==> config.mk <==
export PLATFORM = sky130hd
export DESIGN_NAME = dsdw_emit_flat
export DESIGN_NICKNAME = d
export VERILOG_FILES = /design/src/rtl/core/dsdw_pkg.sv /design/src/rtl/core/dsdw_digit_if.sv /design/src/rtl/core/dsdw_emit.sv /design/src/flat_wrapper.sv
export SDC_FILE = /design/constraint.sdc
export NUM_CORES = 1
export LEC_CHECK = 0
export ABC_CLOCK_PERIOD_IN_PS = 4100
export BUFFER_PORTS_ARGS = -buffer_cell sky130_fd_sc_hd__buf_2
export CAP_MARGIN = 40
export CORE_MARGIN = 1
export CORE_UTILIZATION = 51
export CTS_CLUSTER_DIAMETER = 30
export DETAILED_ROUTE_END_ITERATION = 10
export MAX_ROUTING_LAYER = met4
export PLACE_DENSITY_LB_ADDON = 0.12
export SYNTH_ARGS = -nofsm -noshare
export SYNTH_HDL_FRONTEND = slang
export SYNTH_SLANG_ARGS = --single-unit
==> constraint.sdc <==
create_clock -name clk -period 4.1 [get_ports clk]
set_input_delay 0.82 -clock clk [delete_from_list [all_inputs] [get_ports clk]]
set_output_delay 0.82 -clock clk [all_outputs]
set_load 0.005 [all_outputs]
==> src/rtl/core/dsdw_pkg.sv <==
package dsdw_pkg;

  localparam int NUMBER_W       = 32;
  localparam int CODE_W         = 4;
  localparam int ADDR_W         = 4;
  localparam int SEG_W          = 8;
  localparam int CFG_INDEX_W    = 1;
  localparam int CFG_DATA_W     = 8;
  localparam int DEF_MAX_DIGITS = 8;

  // x / 10 == (x * RECIP10) >> RECIP_SHIFT for every 32-bit x
  localparam logic [NUMBER_W-1:0] RECIP10     = 32'hCCCC_CCCD;
  localparam int                  RECIP_SHIFT = 35;

  localparam logic [CODE_W-1:0] BLANK_CODE = 4'hF;

  localparam logic [CFG_INDEX_W-1:0] CFG_DIGIT_COUNT = 1'b0;
  localparam logic [CFG_INDEX_W-1:0] CFG_DECODE_MASK = 1'b1;

  localparam logic [ADDR_W-1:0] RST_DIGIT_COUNT = 4'd8;
  localparam logic [SEG_W-1:0]  RST_DECODE_MASK = 8'h00;

  function automatic logic [SEG_W-1:0] seg_font(input logic [CODE_W-1:0] code);
    logic [SEG_W-1:0] seg;
    case (code)
      4'd0:    seg = 8'b0111_1110;
      4'd1:    seg = 8'b0011_0000;
      4'd2:    seg = 8'b0110_1101;
      4'd3:    seg = 8'b0111_1001;
      4'd4:    seg = 8'b0011_0011;
      4'd5:    seg = 8'b0101_1011;
      4'd6:    seg = 8'b0101_1111;
      4'd7:    seg = 8'b0111_0000;
      4'd8:    seg = 8'b0111_1111;
      4'd9:    seg = 8'b0111_1011;
      default: seg = 8'b0000_0000;  // blank and unused codes
    endcase
    return seg;
  endfunction

endpackage

==> src/rtl/core/dsdw_digit_if.sv <==
interface dsdw_digit_if import dsdw_pkg::*; ();
  logic              valid;
  logic              ready;
  logic [ADDR_W-1:0] digit_address;
  logic [SEG_W-1:0]  segment_data;
  logic              last;

  modport source (output valid, output digit_address, output segment_data, output last,
                  input ready);
  modport sink   (input valid, input digit_address, input segment_data, input last,
                  output ready);
endinterface

==> src/rtl/core/dsdw_emit.sv <==
module dsdw_emit import dsdw_pkg::*; #(
  parameter int MAX_DIGITS = DEF_MAX_DIGITS
) (
  input  logic                              clk,
  input  logic                              rst,
  input  logic                              up_valid,
  output logic                              up_ready,
  input  logic [MAX_DIGITS-1:0][CODE_W-1:0] up_codes,
  input  logic [ADDR_W-1:0]                 pos_count,
  input  logic [SEG_W-1:0]                  decode_mask,
  dsdw_digit_if.source                      digit_chan
);

  localparam int IDX_W = (MAX_DIGITS > 1) ? $clog2(MAX_DIGITS) : 1;

  logic                              busy;
  logic [ADDR_W-1:0]                 pos;
  logic [MAX_DIGITS-1:0][CODE_W-1:0] codes;
  logic [ADDR_W-1:0]                 count_sat;
  logic [ADDR_W-1:0]                 pos_m1;
  logic [CODE_W-1:0]                 code;
  logic                              raw;
  logic                              load;
  logic                              xfer;

  always_comb begin
    count_sat = (pos_count > ADDR_W'(MAX_DIGITS)) ? ADDR_W'(MAX_DIGITS) : pos_count;
    pos_m1    = pos - 1'b1;
    code      = codes[pos_m1[IDX_W-1:0]];
    raw       = decode_mask[pos_m1[2:0]];
  end

  assign xfer     = busy && digit_chan.ready;
  assign up_ready = !busy || (digit_chan.ready && pos == ADDR_W'(1));
  assign load     = up_valid && up_ready;

  always_ff @(posedge clk) begin
    if (rst) begin
      busy <= 1'b0;
    end else if (load) begin
      busy <= (count_sat != '0);  // a count of zero writes nothing
    end else if (xfer && pos == ADDR_W'(1)) begin
      busy <= 1'b0;
    end
  end

  always_ff @(posedge clk) begin
    if (load) begin
      pos   <= count_sat;
      codes <= up_codes;
    end else if (xfer) begin
      pos <= pos_m1;
    end
  end

  assign digit_chan.valid         = busy;
  assign digit_chan.digit_address = pos;
  assign digit_chan.last          = (pos == ADDR_W'(1));
  assign digit_chan.segment_data  = raw ? {{(SEG_W-CODE_W){1'b0}}, code} : seg_font(code);

endmodule

==> src/flat_wrapper.sv <==
// flat-port wrapper written by rule: the top's interface ports become plain ports
module dsdw_emit_flat import dsdw_pkg::*;
#(
  parameter int MAX_DIGITS = DEF_MAX_DIGITS
)
  (clk, rst, up_valid, up_ready, up_codes, pos_count, decode_mask, digit_chan_valid, digit_chan_digit_address, digit_chan_segment_data, digit_chan_last, digit_chan_ready);
  dsdw_digit_if digit_chan_i ();
  input  logic clk;
  input  logic rst;
  input  logic up_valid;
  output logic up_ready;
  input  logic [MAX_DIGITS-1:0][CODE_W-1:0] up_codes;
  input  logic [ADDR_W-1:0] pos_count;
  input  logic [SEG_W-1:0] decode_mask;
  output wire logic [$bits(digit_chan_i.valid)-1:0] digit_chan_valid;
  output wire logic [$bits(digit_chan_i.digit_address)-1:0] digit_chan_digit_address;
  output wire logic [$bits(digit_chan_i.segment_data)-1:0] digit_chan_segment_data;
  output wire logic [$bits(digit_chan_i.last)-1:0] digit_chan_last;
  input wire logic [$bits(digit_chan_i.ready)-1:0] digit_chan_ready;
  assign digit_chan_valid = digit_chan_i.valid;
  assign digit_chan_digit_address = digit_chan_i.digit_address;
  assign digit_chan_segment_data = digit_chan_i.segment_data;
  assign digit_chan_last = digit_chan_i.last;
  assign digit_chan_i.ready = digit_chan_ready;
  dsdw_emit #(.MAX_DIGITS(MAX_DIGITS)) u_core (.clk(clk), .rst(rst), .up_valid(up_valid), .up_ready(up_ready), .up_codes(up_codes), .pos_count(pos_count), .decode_mask(decode_mask), .digit_chan(digit_chan_i));
endmodule
==> After elaboration in Yosys (flattened, before gate mapping) <==
Memories as Yosys holds them, arrays and structs flattened.
Cells that the tools add are included.
{ "word_totals": {"regBits": 37, "rom_bits": 112, "out_inout_bits": 15, "n_memories": 1, "elab_cells": 34} }
{ "mem_list": {"columns": ["name", "depth", "width", "rd", "rd_clocked_by_memory_dff", "wr", "line", "rtl"], "rows": [
  ["(no name shown)", 16, 7, 1, 0, 0, "dsdw_pkg.sv:25", "case (code)"]
]} }
{ "op_classes": {"n_eq_ne": 1, "reduce_logical": 9, "mux": 10, "n_addsub": 1, "magnitude_cmp": 2} }
{ "op_table": {"columns": ["op", "n"], "rows": [
  ["$mux W4", 4],
  ["$bmux W4 S3", 1],
  ["$mux W8", 1],
  ["$eq A4 B1 Y1 const B", 1],
  ["$gt A4 B4 Y1 const B", 1],
  ["$logic_and A1 B1 Y1", 4],
  ["$lt A3 B4 Y1 const B", 1],
  ["$reduce_bool A2 Y1", 2],
  ["$reduce_bool A4 Y1", 1],
  ["$sub A4 B1 Y4 const B", 1],
  ["$bmux W1 S3", 1],
  ["$mux W1", 3],
  ["$logic_not A1 Y1", 1],
  ["$logic_or A1 B1 Y1", 1]
]} }

==> Depth between registers and ports, before layout <==
{ "logic_depth": {"ltp_word": 5, "depth_mapped": 11, "depth_no_buf": 9} }

==> Least setup slack after synthesis <==
No wires, ideal clock.
{ "synth_timing": {"kind": "register -> output", "start": "register u_core.pos[0], in the netlist u_core.digit_chan.digit_address[0]", "end": "output port digit_chan_segment_data[3]", "path_stages_with_launch": 12, "slack_ps": 534, "arrival_ps": 2746, "path_cell_list": "edfxtp_1 inv_2 ha_1 buf_6 buf_12 buf_6 mux4_2 mux2i_1 inv_1 ha_1 mux2_2 o22ai_1"} }
{ "synth_between": {"elab_chain_cells": 5, "word_cells_on_any_way": 7} }
{ "synth_rtl": {"columns": ["element", "line", "rtl"], "rows": [
  ["from (decl)", "dsdw_emit.sv:17", "logic [ADDR_W-1:0] pos;"],
  ["from (signal assigned)", "dsdw_emit.sv:49", "pos <= count_sat;"],
  ["from (signal assigned)", "dsdw_emit.sv:52", "pos <= pos_m1;"],
  ["$sub A4 B1 Y4 *", "dsdw_emit.sv:28", "pos_m1 = pos - 1'b1;"],
  ["$bmux W4 S3", "dsdw_emit.sv:29", "code = codes[pos_m1[IDX_W-1:0]];"],
  ["$mux W4 (implied by the code)", "dsdw_emit.sv:29", null],
  ["$mem_v2 Z16 W7", null, null],
  ["$mux W8 *", "dsdw_emit.sv:59", "assign digit_chan.segment_data = raw ? {{(SEG_W-CODE_W){1'b0}}, code} : seg_font(code);"],
  ["to (decl)", "flat_wrapper.sv:17", "output wire logic [$bits(digit_chan_i.segment_data)-1:0] digit_chan_segment_data;"]
]} }
Every way passes the cells marked *; elsewhere a longest branch is shown, timed or not. The select of a mux whose other input is x is not followed.

==> Final worst setup path <==
{ "layout_timing": {"start": "register u_core.pos[0], in the netlist u_core.digit_chan.digit_address[0]", "end": "output port digit_chan_segment_data[4]"} }
The elaborated chain is that of the path after synthesis.

==> metrics.md <==
| Metric | Value |
|---|---|
| Status | finished clean |
| Share of cells above drive strength 1 | 0.472 |
| Die width | 64.4 um |
| Max-slew violations | 0 |
| Worst path cell trace | inv_2 -> ha_1 -> buf_4 -> mux2_1 -> mux4_2 -> or3_1 -> a21boi_1 -> buf_2 |
| Initial antenna violation count | 0 |
| Synth top area cells | edfxtp_1 (54%), mux2i_1 (11%), mux4_2 (7.9%), ha_1 (5.0%), mux2_2 (2.8%) |
| Final instance area | 2470 sq um |
| YS warnings | 0 |
| H-tree depth | 2 |
| Vias | 1273 |
| Max FO, Critical Path | 10 |
| Cell taking the most area after synthesis | edfxtp_1 |
| Netlist cell types | 36 |
| Dpl hpwl | 2.84 mm |
| Cts repair resizes | 0 |
| Finished Layout Cells | 245 |
| # nets final | 252 |
| Crit start category | flop |
| GP Congestion | 0.777 |
| Longest Clk Path Bufs | 2 |
| Buf/Inv on CP | 3 |
| Logic pwr share | 0.384 |
| Wirelength per Cell | 14.7 um |
| Yosys top cell area share | 0.545 |
| Leak | 1.08 nW |
| Max Cap Viol | 0 |
| Die area | 4140 sq um |
| Initial Utilization | 0.538 |
| Worst skew pair latency | 0.28 ns |
| Rel. slew slack | 0.602 |
| Final setup viols | 0 |
| Achievable frequency | 262 MHz |
| Final WL | 3.60 mm |
| Setup Crit Path Kind | reg2out |
| Cell Pwr Density | 505 nW/um^2 |
| Placed Area | 2360 sq um |
| Unrepaired setup endpoints after global routing | false |
| Dpl cells | 237 |
| P_sw | 0.372 mW |
| Antenna Nets Post-Route | 0 |
| Sequential Area | 1100 sq um |
| CTS Hold Bufs | 0 |
| Vias in the first global route | 1285 |
| Antenna diode count | 0 |
| Area Overhead vs Synth | 24.7% |
| Net switching fraction of the power | 0.298 |
| Clk_skew | 0.00397 ns |
| Sequential cell area fraction in the yosys report | 0.555 |
| Port bufs | 61 |
| Max stage delay on crit path | 0.57 ns |
| Syn_nets | 183 |
| Avg Cell Area, Syn | 15.6 sq um |
| GRT Total Usage | 0.199 |
| Core area | 3690 sq um |
| Worst EP required | 3.28 ns |
| Grt ovf | 0 |
| Gate count of the mapped netlist | 127 |
| Die Ht | 64.4 um |
| Total CTS buffers | 5 |
| VDD IR max | 239 uV |
| Clk sinks | 37 |
| DRT Pass-1 Iters | 4 |
| Multi-input gate area | 797 sq um |
| Mapped Area | 1980 sq um |
| Layout fillers | 293 |
| Flop pwr share | 0.371 |
| CP Data Arrival Time | 2.99 ns |
| Row count | 22 |
| Slew @ Worst Pin | 0.597 ns |
| Hold violation total from the final report | 0 |
| Clk network pwr share | 0.245 |
| Synth Register Bits | 37 |
| Root buffer cell | clkbuf_8 |
| Min-delay worst type | reg2reg |
| CTS tree | yes |
| CP delay by family, top | multiplexers |
| Critical Path End Type | output pin |
| First-pass GRT wire length | 5.78 mm |
| Critical Path Slowest Stage Cell | ha_1 |
| Tcrit/Tclk final | 0.930 |
| # Post-CTS Setup Buffers | 0 |
| Ports | 63 |
| Pin count of the biggest net entering global routing | 22 |
| DRC viols | 0 |
| Pint | 0.878 mW |
| Final setup TNS | 0 ns |
| Clock Pin Slew Worst Setup and Hold Paths | 0.07 ns |
| DR vias/cell | 5.20 |
| Initial DRC Count | 49 |
| Crit path time final | 3.81 ns |
## cell type report
class                   count  share of cell area
multi-input cells          77               0.322
inverters                   7              0.0106
clock inverters             2              0.0157
well taps                  48              0.0243
repair buffers             68               0.153
flip-flops and latches     37               0.445
clock buffers               6              0.0293
## flip-flops by register name, indices dropped and copies added, names as in the netlist
register                         flops
u_core.digit_chan.digit_address      4
u_core.digit_chan.valid              1
u_core.codes                        32
## cell families after synthesis
family | after synthesis | share of synthesized area
AO/OA/AOI/OAI | 15 | 0.0517
XOR/XNOR | 3 | 0.0170
adder cells (fa/ha/maj) | 8 | 0.0504
buffers and inverters | 13 | 0.0435
flip-flops | 37 | 0.555
multiplexers | 37 | 0.242
other | 1 | 0.00189
AND/OR/NAND/NOR | 13 | 0.0385
## Yosys cell counts
master	instances
a21oi_1	1
mux2_2	5
edfxtp_1	36
nor3_1	1
inv_1	6
nand4b_1	2
mux2_1	1
nand2b_1	2
o41ai_1	1
a21bo_2	1
ha_1	8
o21ai_0	2
o21ai_1	2
buf_12	1
a21boi_1	3
o211ai_1	1
nand2_1	4
mux4_2	7
inv_2	1
o221ai_1	1
dfxtp_1	1
mux2i_1	21
nor2b_1	1
nor3b_1	1
buf_2	2
xor2_2	1
buf_4	1
or2_1	1
conb_1	1
or3_1	1
xnor2_1	1
xor2_1	1
buf_6	2
a21boi_0	1
mux2_4	3
o22ai_1	2
## per-stage QoR
stage / power, mW / utilization / setup WS, ns / hold slack, ns
after floorplan: 0.815 / - / 0.534 / 0.620
after global placement: 0.926 / 0.633 / 0.626 / 0.594
after detailed placement: 0.953 / 0.640 / 0.583 / 0.634
after CTS: 1.26 / 0.671 / 0.264 / 0.646
after global routing: 1.33 / 0.671 / 0.145 / 0.675
final: 1.25 / 0.671 / 0.287 / 0.635
## power groups by stage
| stage | registers (mW) | clock network, mW | logic, mW |
|---|---|---|---|
| floorplan | 0.472 | 0 | 0.344 |
| global placement | 0.473 | 0 | 0.453 |
| detailed placement | 0.473 | 0 | 0.480 |
| CTS | 0.464 | 0.314 | 0.483 |
| global route | 0.467 | 0.331 | 0.528 |
| finish | 0.464 | 0.306 | 0.480 |
## worst register-to-register path, stage by stage (launching register included)
cell      delay (ns)
edfxtp_1        0.36
buf_4           0.16
ha_1            0.15
nor3b_1         0.26
a21bo_2         0.20
nand2_1         0.16
inv_1           0.50
buf_16          0.24
## worst paths after layout
path                                           startpoint                                   end  slack (ns)  cells past startpoint
max          u_core.digit_chan.digit_address[0]$_DFFE_PP_            digit_chan_segment_data[4]        0.29                      8
min                  u_core.digit_chan.valid$_SDFFE_PP0P_  u_core.digit_chan.valid$_SDFFE_PP0P_        0.64                      2
max reg2reg  u_core.digit_chan.digit_address[0]$_DFFE_PP_            u_core.codes[22]$_DFFE_PN_        1.76                      7
min reg2reg          u_core.digit_chan.valid$_SDFFE_PP0P_  u_core.digit_chan.valid$_SDFFE_PP0P_        0.64                      2
## cells in the final DEF (no fill, tap or decap), types with 3 or more instances in the layout
| cell type | n |
|---|---|
| buf_2 | 61 |
| edfxtp_1 | 36 |
| mux2i_1 | 21 |
| ha_1 | 8 |
| mux4_2 | 7 |
| inv_1 | 6 |
| buf_4 | 6 |
| mux2_2 | 5 |
| clkbuf_8 | 5 |
| nand2_1 | 4 |
| a21boi_1 | 3 |
| mux2_4 | 3 |
## per-layer routing
layer	vias to the layer above	part of all wire	track usage
li1	624	-	-
met1	599	0.42	0.232
met2	46	0.53	0.325
met3	4	0.040	0.0446
met4	0	0.012	0.0944
met5	-	0	-
No activity file was read; power rests on OpenSTA's default activity.
